<file path="config.mk">
export PLATFORM = sky130hd
export DESIGN_NAME = directory_name_table
export DESIGN_NICKNAME = d
export VERILOG_FILES = /design/src/dnt_pkg.sv /design/src/dnt_cell.sv /design/src/directory_name_table.sv
export SDC_FILE = /design/constraint.sdc
export NUM_CORES = 2
export LEC_CHECK = 0
export BUFFER_PORTS_ARGS = -buffer_cell sky130_fd_sc_hd__buf_2
export CORE_ASPECT_RATIO = 1.2
export CORE_MARGIN = 10
export CORE_UTILIZATION = 44
export DETAILED_ROUTE_END_ITERATION = 6
export PLACE_DENSITY = 0.64
export SETUP_SLACK_MARGIN = 0.3
export SLEW_MARGIN = 10
export SYNTH_ARGS = -nofsm -noshare
export SYNTH_HDL_FRONTEND = slang
export SYNTH_SLANG_ARGS = --single-unit
</file>
<file path="constraint.sdc">
create_clock -name clk -period 40.5 [get_ports clk]
set_clock_uncertainty 0.15 [all_clocks]
set_input_delay 4.05 -clock clk [delete_from_list [all_inputs] [get_ports clk]]
set_output_delay 4.05 -clock clk [all_outputs]
set_load 0.05 [all_outputs]
</file>
<file path="src/dnt_pkg.sv">
// dnt_pkg: shared constants, command and status codes, the token that walks the
// cell chain, and the name normalizing function for the directory name table
// no dependencies
package dnt_pkg;

  localparam int ENTRIES     = 16;
  localparam int NAME_CHARS  = 9;
  localparam int SECTOR_BITS = 16;

  localparam int IDX_W  = $clog2(ENTRIES);
  localparam int NAME_W = NAME_CHARS * 8;

  // port field widths
  localparam int CMD_W      = 2;
  localparam int HEAD_W     = 64;
  localparam int TAIL_W     = 8;
  localparam int NSECT_W    = 16;
  localparam int EIDX_W     = 4;
  localparam int STATUS_W   = 3;
  localparam int FSECT_W    = 16;
  localparam int IN_DATA_W  = 96;
  localparam int OUT_DATA_W = 24;

  localparam logic [CMD_W-1:0] CMD_FIND   = 2'd0;
  localparam logic [CMD_W-1:0] CMD_ADD    = 2'd1;
  localparam logic [CMD_W-1:0] CMD_REMOVE = 2'd2;
  localparam logic [CMD_W-1:0] CMD_LOCK   = 2'd3;

  localparam logic [STATUS_W-1:0] ST_OK         = 3'd0;
  localparam logic [STATUS_W-1:0] ST_NOT_FOUND  = 3'd1;
  localparam logic [STATUS_W-1:0] ST_UNOPENABLE = 3'd2;
  localparam logic [STATUS_W-1:0] ST_FULL       = 3'd3;
  localparam logic [STATUS_W-1:0] ST_BAD_INDEX  = 3'd4;

  typedef struct packed {
    logic                   valid;
    logic                   done;
    logic [CMD_W-1:0]       cmd;
    logic [NAME_W-1:0]      name;
    logic [SECTOR_BITS-1:0] sector;
    logic                   is_dir;
    logic [EIDX_W-1:0]      index;
    logic [STATUS_W-1:0]    status;
    logic [IDX_W-1:0]       res_index;
    logic [SECTOR_BITS-1:0] res_sector;
  } dnt_token_t;

  // keep NAME_CHARS bytes, zero everything after the first zero byte
  function automatic logic [NAME_W-1:0] form_name(input logic [HEAD_W-1:0] head,
                                                  input logic [TAIL_W-1:0] tail);
    logic [127:0]      raw;
    logic [NAME_W-1:0] nm;
    logic [7:0]        b;
    logic              ended;
    raw   = {56'b0, tail, head};
    nm    = '0;
    ended = 1'b0;
    for (int k = 0; k < NAME_CHARS; k++) begin
      b = raw[8*k +: 8];
      if (ended) begin
        b = 8'd0;
      end
      if (b == 8'd0) begin
        ended = 1'b1;
      end
      nm[8*k +: 8] = b;
    end
    return nm;
  endfunction

endpackage

</file>
<file path="src/dnt_cell.sv">
// dnt_cell: one table entry of the directory name table; acts on the passing
// command token and hands it on to the next cell through its output register
// depends on dnt_pkg
module dnt_cell
  import dnt_pkg::*;
(
  input  logic             clk,
  input  logic             rst,
  input  logic [IDX_W-1:0] cell_id,
  input  dnt_token_t       tok_in,
  output dnt_token_t       tok_out
);

  logic                   used;
  logic                   used_next;
  logic                   locked;
  logic                   locked_next;
  logic                   dir;
  logic                   dir_next;
  logic [NAME_W-1:0]      name;
  logic [SECTOR_BITS-1:0] sector;
  logic                   entry_we;
  logic                   hit;
  dnt_token_t             tok_next;

  assign hit = (int'(tok_in.index) == int'(cell_id));

  always_comb begin
    tok_next    = tok_in;
    used_next   = used;
    locked_next = locked;
    dir_next    = dir;
    entry_we    = 1'b0;
    if (tok_in.valid && !tok_in.done) begin
      unique case (tok_in.cmd)
        CMD_FIND: begin
          if (used && (name == tok_in.name)) begin
            tok_next.done      = 1'b1;
            tok_next.res_index = cell_id;
            if (locked) begin
              tok_next.status = ST_UNOPENABLE;
            end else begin
              tok_next.status     = ST_OK;
              tok_next.res_sector = sector;
            end
          end
        end
        CMD_ADD: begin
          if (!used) begin
            used_next          = 1'b1;
            locked_next        = 1'b0;
            dir_next           = tok_in.is_dir;
            entry_we           = 1'b1;
            tok_next.done      = 1'b1;
            tok_next.status    = ST_OK;
            tok_next.res_index = cell_id;
          end
        end
        CMD_REMOVE: begin
          if (hit) begin
            used_next     = 1'b0;
            dir_next      = 1'b0;
            tok_next.done = 1'b1;
          end
        end
        CMD_LOCK: begin
          if (hit) begin
            locked_next   = 1'b1;
            tok_next.done = 1'b1;
          end
        end
      endcase
    end
  end

  always_ff @(posedge clk) begin
    if (rst) begin
      used          <= 1'b0;
      locked        <= 1'b0;
      dir           <= 1'b0;
      tok_out.valid <= 1'b0;
    end else begin
      used    <= used_next;
      locked  <= locked_next;
      dir     <= dir_next;
      tok_out <= tok_next;
    end
  end

  always_ff @(posedge clk) begin
    if (entry_we) begin
      name   <= tok_in.name;
      sector <= tok_in.sector;
    end
  end

  a_dir_needs_used: assert property (@(posedge clk) disable iff (rst)
    dir |-> used)
    else $error("directory mark on a free entry");

endmodule

</file>
<file path="src/directory_name_table.sv">
// directory_name_table: top level, input register, row of entry cells and
// result register of the directory name table
// depends on dnt_pkg and dnt_cell
//
// usage:
//   commands arrive on the s_axis channel, cmd in tuser, the other fields in
//   tdata; each command gives exactly one result on the m_axis channel,
//   status in tuser, index and sector in tdata
//   a command token walks the row of ENTRIES cells, one cell per cycle; each
//   cell holds one entry and answers find, add, remove or lock as it passes
//   from input transfer to result valid a command passes the input register,
//   the ENTRIES cells and the result register, in that order
//   one command is in the cell row at a time; a new command enters it only
//   once the last token has left the row and no result waits
//   one command more is taken into the input register while a result waits
//   and waits there until the result register is free
//   reset clears all in-use, unopenable and directory marks and empties the
//   pipeline; names and sectors are written by add only
//   while the receiver stalls the result holds and no new token is launched
module directory_name_table
  import dnt_pkg::*;
(
  input  logic                  clk,
  input  logic                  rst,
  input  logic                  s_axis_tvalid,
  output logic                  s_axis_tready,
  // name_head[63:0], name_tail[71:64], new_sector[87:72], is_dir[88],
  // entry_index[92:89], zero[95:93]
  input  logic [IN_DATA_W-1:0]  s_axis_tdata,
  // cmd[1:0]
  input  logic [CMD_W-1:0]      s_axis_tuser,
  output logic                  m_axis_tvalid,
  input  logic                  m_axis_tready,
  // found_index[3:0], found_sector[19:4], zero[23:20]
  output logic [OUT_DATA_W-1:0] m_axis_tdata,
  // status[2:0]
  output logic [STATUS_W-1:0]   m_axis_tuser
);

  logic [HEAD_W-1:0]   in_head;
  logic [TAIL_W-1:0]   in_tail;
  logic [NSECT_W-1:0]  in_sector;
  logic                in_is_dir;
  logic [EIDX_W-1:0]   in_index;
  logic [CMD_W-1:0]    in_cmd;
  logic                accept;
  logic                launch;
  logic                exit_valid;
  logic                in_full;
  logic                chain_busy;
  dnt_token_t          in_tok;
  dnt_token_t          in_tok_next;
  dnt_token_t          chain [ENTRIES+1];
  logic [ENTRIES:0]    chain_valid;
  logic [STATUS_W-1:0] out_status;
  logic [EIDX_W-1:0]   out_index;
  logic [FSECT_W-1:0]  out_sector;

  assign in_head   = s_axis_tdata[63:0];
  assign in_tail   = s_axis_tdata[71:64];
  assign in_sector = s_axis_tdata[87:72];
  assign in_is_dir = s_axis_tdata[88];
  assign in_index  = s_axis_tdata[92:89];
  assign in_cmd    = s_axis_tuser;

  assign s_axis_tready = !in_full;
  assign accept        = s_axis_tvalid && s_axis_tready;
  assign launch        = in_full && !chain_busy && !m_axis_tvalid;
  assign exit_valid    = chain[ENTRIES].valid;

  // build the token; status starts as the outcome if no cell acts; a bad remove or lock index is marked done at once
  always_comb begin
    in_tok_next            = '0;
    in_tok_next.valid      = 1'b1;
    in_tok_next.cmd        = in_cmd;
    in_tok_next.name       = form_name(in_head, in_tail);
    in_tok_next.sector     = SECTOR_BITS'(in_sector);
    in_tok_next.is_dir     = in_is_dir;
    in_tok_next.index      = in_index;
    in_tok_next.res_index  = '0;
    in_tok_next.res_sector = '0;
    unique case (in_cmd)
      CMD_FIND: begin
        in_tok_next.status = ST_NOT_FOUND;
      end
      CMD_ADD: begin
        in_tok_next.status = ST_FULL;
      end
      CMD_REMOVE: begin
        if (in_index < EIDX_W'(2) || int'(in_index) >= ENTRIES) begin
          in_tok_next.status = ST_BAD_INDEX;
          in_tok_next.done   = 1'b1;
        end else begin
          in_tok_next.status = ST_OK;
        end
      end
      CMD_LOCK: begin
        if (int'(in_index) >= ENTRIES) begin
          in_tok_next.status = ST_BAD_INDEX;
          in_tok_next.done   = 1'b1;
        end else begin
          in_tok_next.status = ST_OK;
        end
      end
    endcase
  end

  always_ff @(posedge clk) begin
    if (rst) begin
      in_full    <= 1'b0;
      chain_busy <= 1'b0;
    end else begin
      if (accept) begin
        in_full <= 1'b1;
      end else if (launch) begin
        in_full <= 1'b0;
      end
      if (launch) begin
        chain_busy <= 1'b1;
      end else if (exit_valid) begin
        chain_busy <= 1'b0;
      end
    end
  end

  always_ff @(posedge clk) begin
    if (accept) begin
      in_tok <= in_tok_next;
    end
  end

  always_comb begin
    chain[0]       = in_tok;
    chain[0].valid = launch;
  end

  assign chain_valid[0] = chain[0].valid;

  for (genvar g = 0; g < ENTRIES; g++) begin : g_cell
    dnt_cell u_cell (
      .clk     (clk),
      .rst     (rst),
      .cell_id (IDX_W'(g)),
      .tok_in  (chain[g]),
      .tok_out (chain[g+1])
    );
    assign chain_valid[g+1] = chain[g+1].valid;
  end

  always_ff @(posedge clk) begin
    if (rst) begin
      m_axis_tvalid <= 1'b0;
    end else if (exit_valid) begin
      m_axis_tvalid <= 1'b1;
    end else if (m_axis_tready) begin
      m_axis_tvalid <= 1'b0;
    end
  end

  always_ff @(posedge clk) begin
    if (exit_valid) begin
      out_status <= chain[ENTRIES].status;
      out_index  <= EIDX_W'(chain[ENTRIES].res_index);
      out_sector <= FSECT_W'(chain[ENTRIES].res_sector);
    end
  end

  assign m_axis_tuser = out_status;
  assign m_axis_tdata = {4'b0, out_sector, out_index};

  a_one_token: assert property (@(posedge clk) disable iff (rst)
    $onehot0(chain_valid))
    else $error("more than one token in the cell row");

  a_exit_free: assert property (@(posedge clk) disable iff (rst)
    exit_valid |-> !m_axis_tvalid)
    else $error("token left the cell row onto a pending result");

  a_rose_from_exit: assert property (@(posedge clk) disable iff (rst)
    $rose(m_axis_tvalid) |-> $past(exit_valid))
    else $error("result appeared without a finished token");

endmodule

</file>
==> reports/results.ini <==
[critical_path]
crit_fanout=81
cp.buffers_inverters=9
r2r_start=g_cell[2].u_cell.tok_out[96]$_DFFE_PN_
path_common_cell=buf_4
arrival_ps=10570
critical_path.max_stage_delay_ps=960
crit_required_ps=40890
worstRegToRegCells=6
slowest_stage=buf_4
r2r-end=g_cell[3].u_cell.tok_out[8]$_DFFE_PN_
crit_type=input port to flip-flop
regToRegSetupSlack_ps=35540
cp_cell_sequence=buf_2 > buf_4 > clkinvlp_4 > buf_4 > buf_4 > buf_4 > buf_4 > buf_4 > buf_4
critPathTopFamily=buffers and inverters
crit_path_end_kind=flip-flop
startpoint_type=input port

[pwr]
p_int_mw=5.73
p_per_area_nw_per_um2=52.2
combPwrFrac_pct=2.0
peakVddDrop_mv=0.0372
power_switching_mw=1.44
pwr-share-seq_pct=56.6
p_clk_share_pct=41.3
p_leak_nw=44.9
netSwitchingFraction_pct=20.1
power_mw=7.17

[cts]
insertion_delay_ps=980
post_cts_resized=0
clk_pin_slew_ps=60
ctsHoldBuffers=0
numCtsBuffers=345
cts_tree=yes
cts.sinks=3358
root_buffer=clkbuf_16
cts_max_level=5
cts_setup_buffers=0
clockBufferDepth=4

[global_route]
grt_max_degree=200
track_usage_pct=16.1
grt_pass1_vias=56000
grt_pass1_wl_um=362000
grt_overflow=0
antenna_found_initial=8

[synth]
avgSynthCellArea_um2=19.3
synth_area_um2=121000
async_reset_ff_share_pct=0
synth_edf_count=3307
synth_largest_area_cell=edfxtp_1
synth_seq_cells=3358
synth_top_area_share_pct=81.8
ys.warnings.count=0
synth_ff_type=edfxtp_1
netlist_instances=6273
yosysUniqueCellTypes=71
synth-seq-area-share_pct=82.7
synth_area_leaders=edfxtp_1 (82%), xnor2_1 (3.1%), xor2_1 (2.7%)

[timing]
worst_slew_pin_slew_ps=1210
hold_viol=0
tns_ps=0
final_max_slew_viol_count=0
rsz0062_at_grt=no
post-route-min-period_ps=10180
maxSlewHeadroom_pct=18.5
finalCritPeriodShare_pct=25.1
setup_viol=0
fmax_ghz=0.0982

[worst_hold_path]
whs_path_depth=0
holdCritPathClass=flip-flop to flip-flop
hold_end=g_cell[14].u_cell.sector[5]$_DFFE_PP_
hp-start=g_cell[13].u_cell.tok_out[33]$_DFFE_PN_

[route]
first_pass_iters=7
wirelength_um=244000
wl_per_cell_um=22.9
vias=53500
postRouteAntennaNets=0
drcViolationCount=0
routed_via_density=5.02
drtIter0Drc=3598

[die]
core-area_um2=275000
die_w_um=499
initial_utilization_pct=44.2
die_h_um=595
ios=131
die-area_um2=297000
rows=211

[outcome]
status=completed

[place]
dpl.hpwl_um=178000
place_inst=10000
port_buffers=122
gp_congestion=0.944

[run]
maxCapViolCount=0

[finish]
drive_above_1_share_pct=13.2
fin_cells=10700
n_fill_cell=21900
final_common_cell=edfxtp_1
synthToLayoutAreaGrowth_pct=13.3
most-common-layout-cells=edfxtp_1 (3307), xnor2_1 (434), xor2_1 (379), clkbuf_16 (349), inv_1 (248)
nets=6875

state kept, by name, indices dropped and copies added (netlist names), 4 cells and up:
register and cells:
g_cell.u_cell.used 16, g_cell.u_cell.sector 256, g_cell.u_cell.tok_out 1794, out_index 4, g_cell.u_cell.locked 16, out_sector 16
g_cell.u_cell.name 1152, chain 98
synth_stat cells (7+ instances only):
master	number
nor2b_1	225
nand3_1	40
and3_1	27
or4_1	14
nand2_1	77
nand4_1	151
a22o_1	17
clkbuf_1	23
xor2_1	379
o21ai_0	28
o2111ai_1	36
nor4_1	206
nor2_1	67
nand3b_1	12
a21oi_1	42
inv_1	249
and2_1	97
a2111o_1	27
a31oi_1	23
o2bb2ai_1	9
o221ai_1	15
a2111oi_0	30
o2111a_1	7
nor3_1	58
a221oi_1	10
edfxtp_1	3307
a221o_1	8
mux2_2	245
o22ai_1	62
xnor2_1	434
dfxtp_1	51
nand2b_1	190
nand4b_1	7
or2_2	12
power groups by stage:
| stage | sequential (mW) | clock [mW] | combinational, mW |
|---|---|---|---|
| after floorplan | 4.16 | 0 | 0.103 |
| after CTS | 4.07 | 3.03 | 0.150 |
| after global placement | 4.13 | 0 | 0.146 |
| final | 4.06 | 2.96 | 0.147 |
| after global routing | 4.07 | 3.18 | 0.161 |
| after detailed placement | 4.14 | 0 | 0.149 |
area by class of cell:
cell class              count  area [um2]  area share (%)
clock buffers             421        9010            6.56
repair buffers            182        1090           0.790
multi-input cells        2637       20100            14.6
flip-flops and latches   3358      100000            73.0
diodes                      8        20.0          0.0146
clock inverters           176        1470            1.07
inverters                 249         938           0.683
well taps                3621        4530            3.30
worst max path at each step:
| stage | from | to | slack [ps] | cells past startpoint |
|---|---|---|---|---|
| final | rst | g_cell[10].u_cell.tok_out[68]$_DFFE_PN_ | 30320 | 9 |
| after CTS | rst | g_cell[10].u_cell.tok_out[107]$_DFFE_PN_ | 30290 | 9 |
| after detailed placement | rst | g_cell[10].u_cell.tok_out[82]$_DFFE_PN_ | 29270 | 9 |
| after floorplan | rst | g_cell[0].u_cell.tok_out[0]$_SDFFCE_PP0N_ | 8800 | 2 |
| after global placement | rst | g_cell[10].u_cell.tok_out[109]$_DFFE_PN_ | 29410 | 9 |
| after global routing | rst | g_cell[10].u_cell.tok_out[68]$_DFFE_PN_ | 29820 | 9 |
worst register-to-register path: cells and delay by family (launching register included):
family | cells | cell delay, ps
AND/OR/NAND/NOR | 4 | 3330
XOR/XNOR | 1 | 270
flip-flops | 1 | 510
multiplexers | 1 | 440
cells by family after synthesis:
logic type	Yosys count	synth area share, %
AOI/OAI and AO/OA	349	2.20
xor gates and xnor gates	813	5.87
buffers and inverters	281	0.891
DFF	3358	82.7
muxes	249	2.31
other	1	0.00309
and+or+nand+nor	1222	6.06
metrics by stage:
stage / hold slack [ps] / area (um2) / utilization, % / worst slack [ps]
5_1_grt: 252 / 137000 / 50.0 / 29820
4_1_cts: 234 / 137000 / 50.0 / 30290
3_5_place_dp: 255 / 127000 / 46.2 / 29270
3_3_place_gp: 251 / 127000 / 46.2 / 29410
2_1_floorplan: 250 / 121000 / - / 8800
6_report: 239 / 137000 / 50.0 / 30320
routing by layer:
layer	up-vias	track usage, %	share of wire (%)
li1	25300	-	-
met3	527	2.43	3.1
met4	0	9.26	6.5
met2	1136	30.8	55
met1	26500	16.6	35
met5	-	0	0
Power figures use the tool's default switching activity.
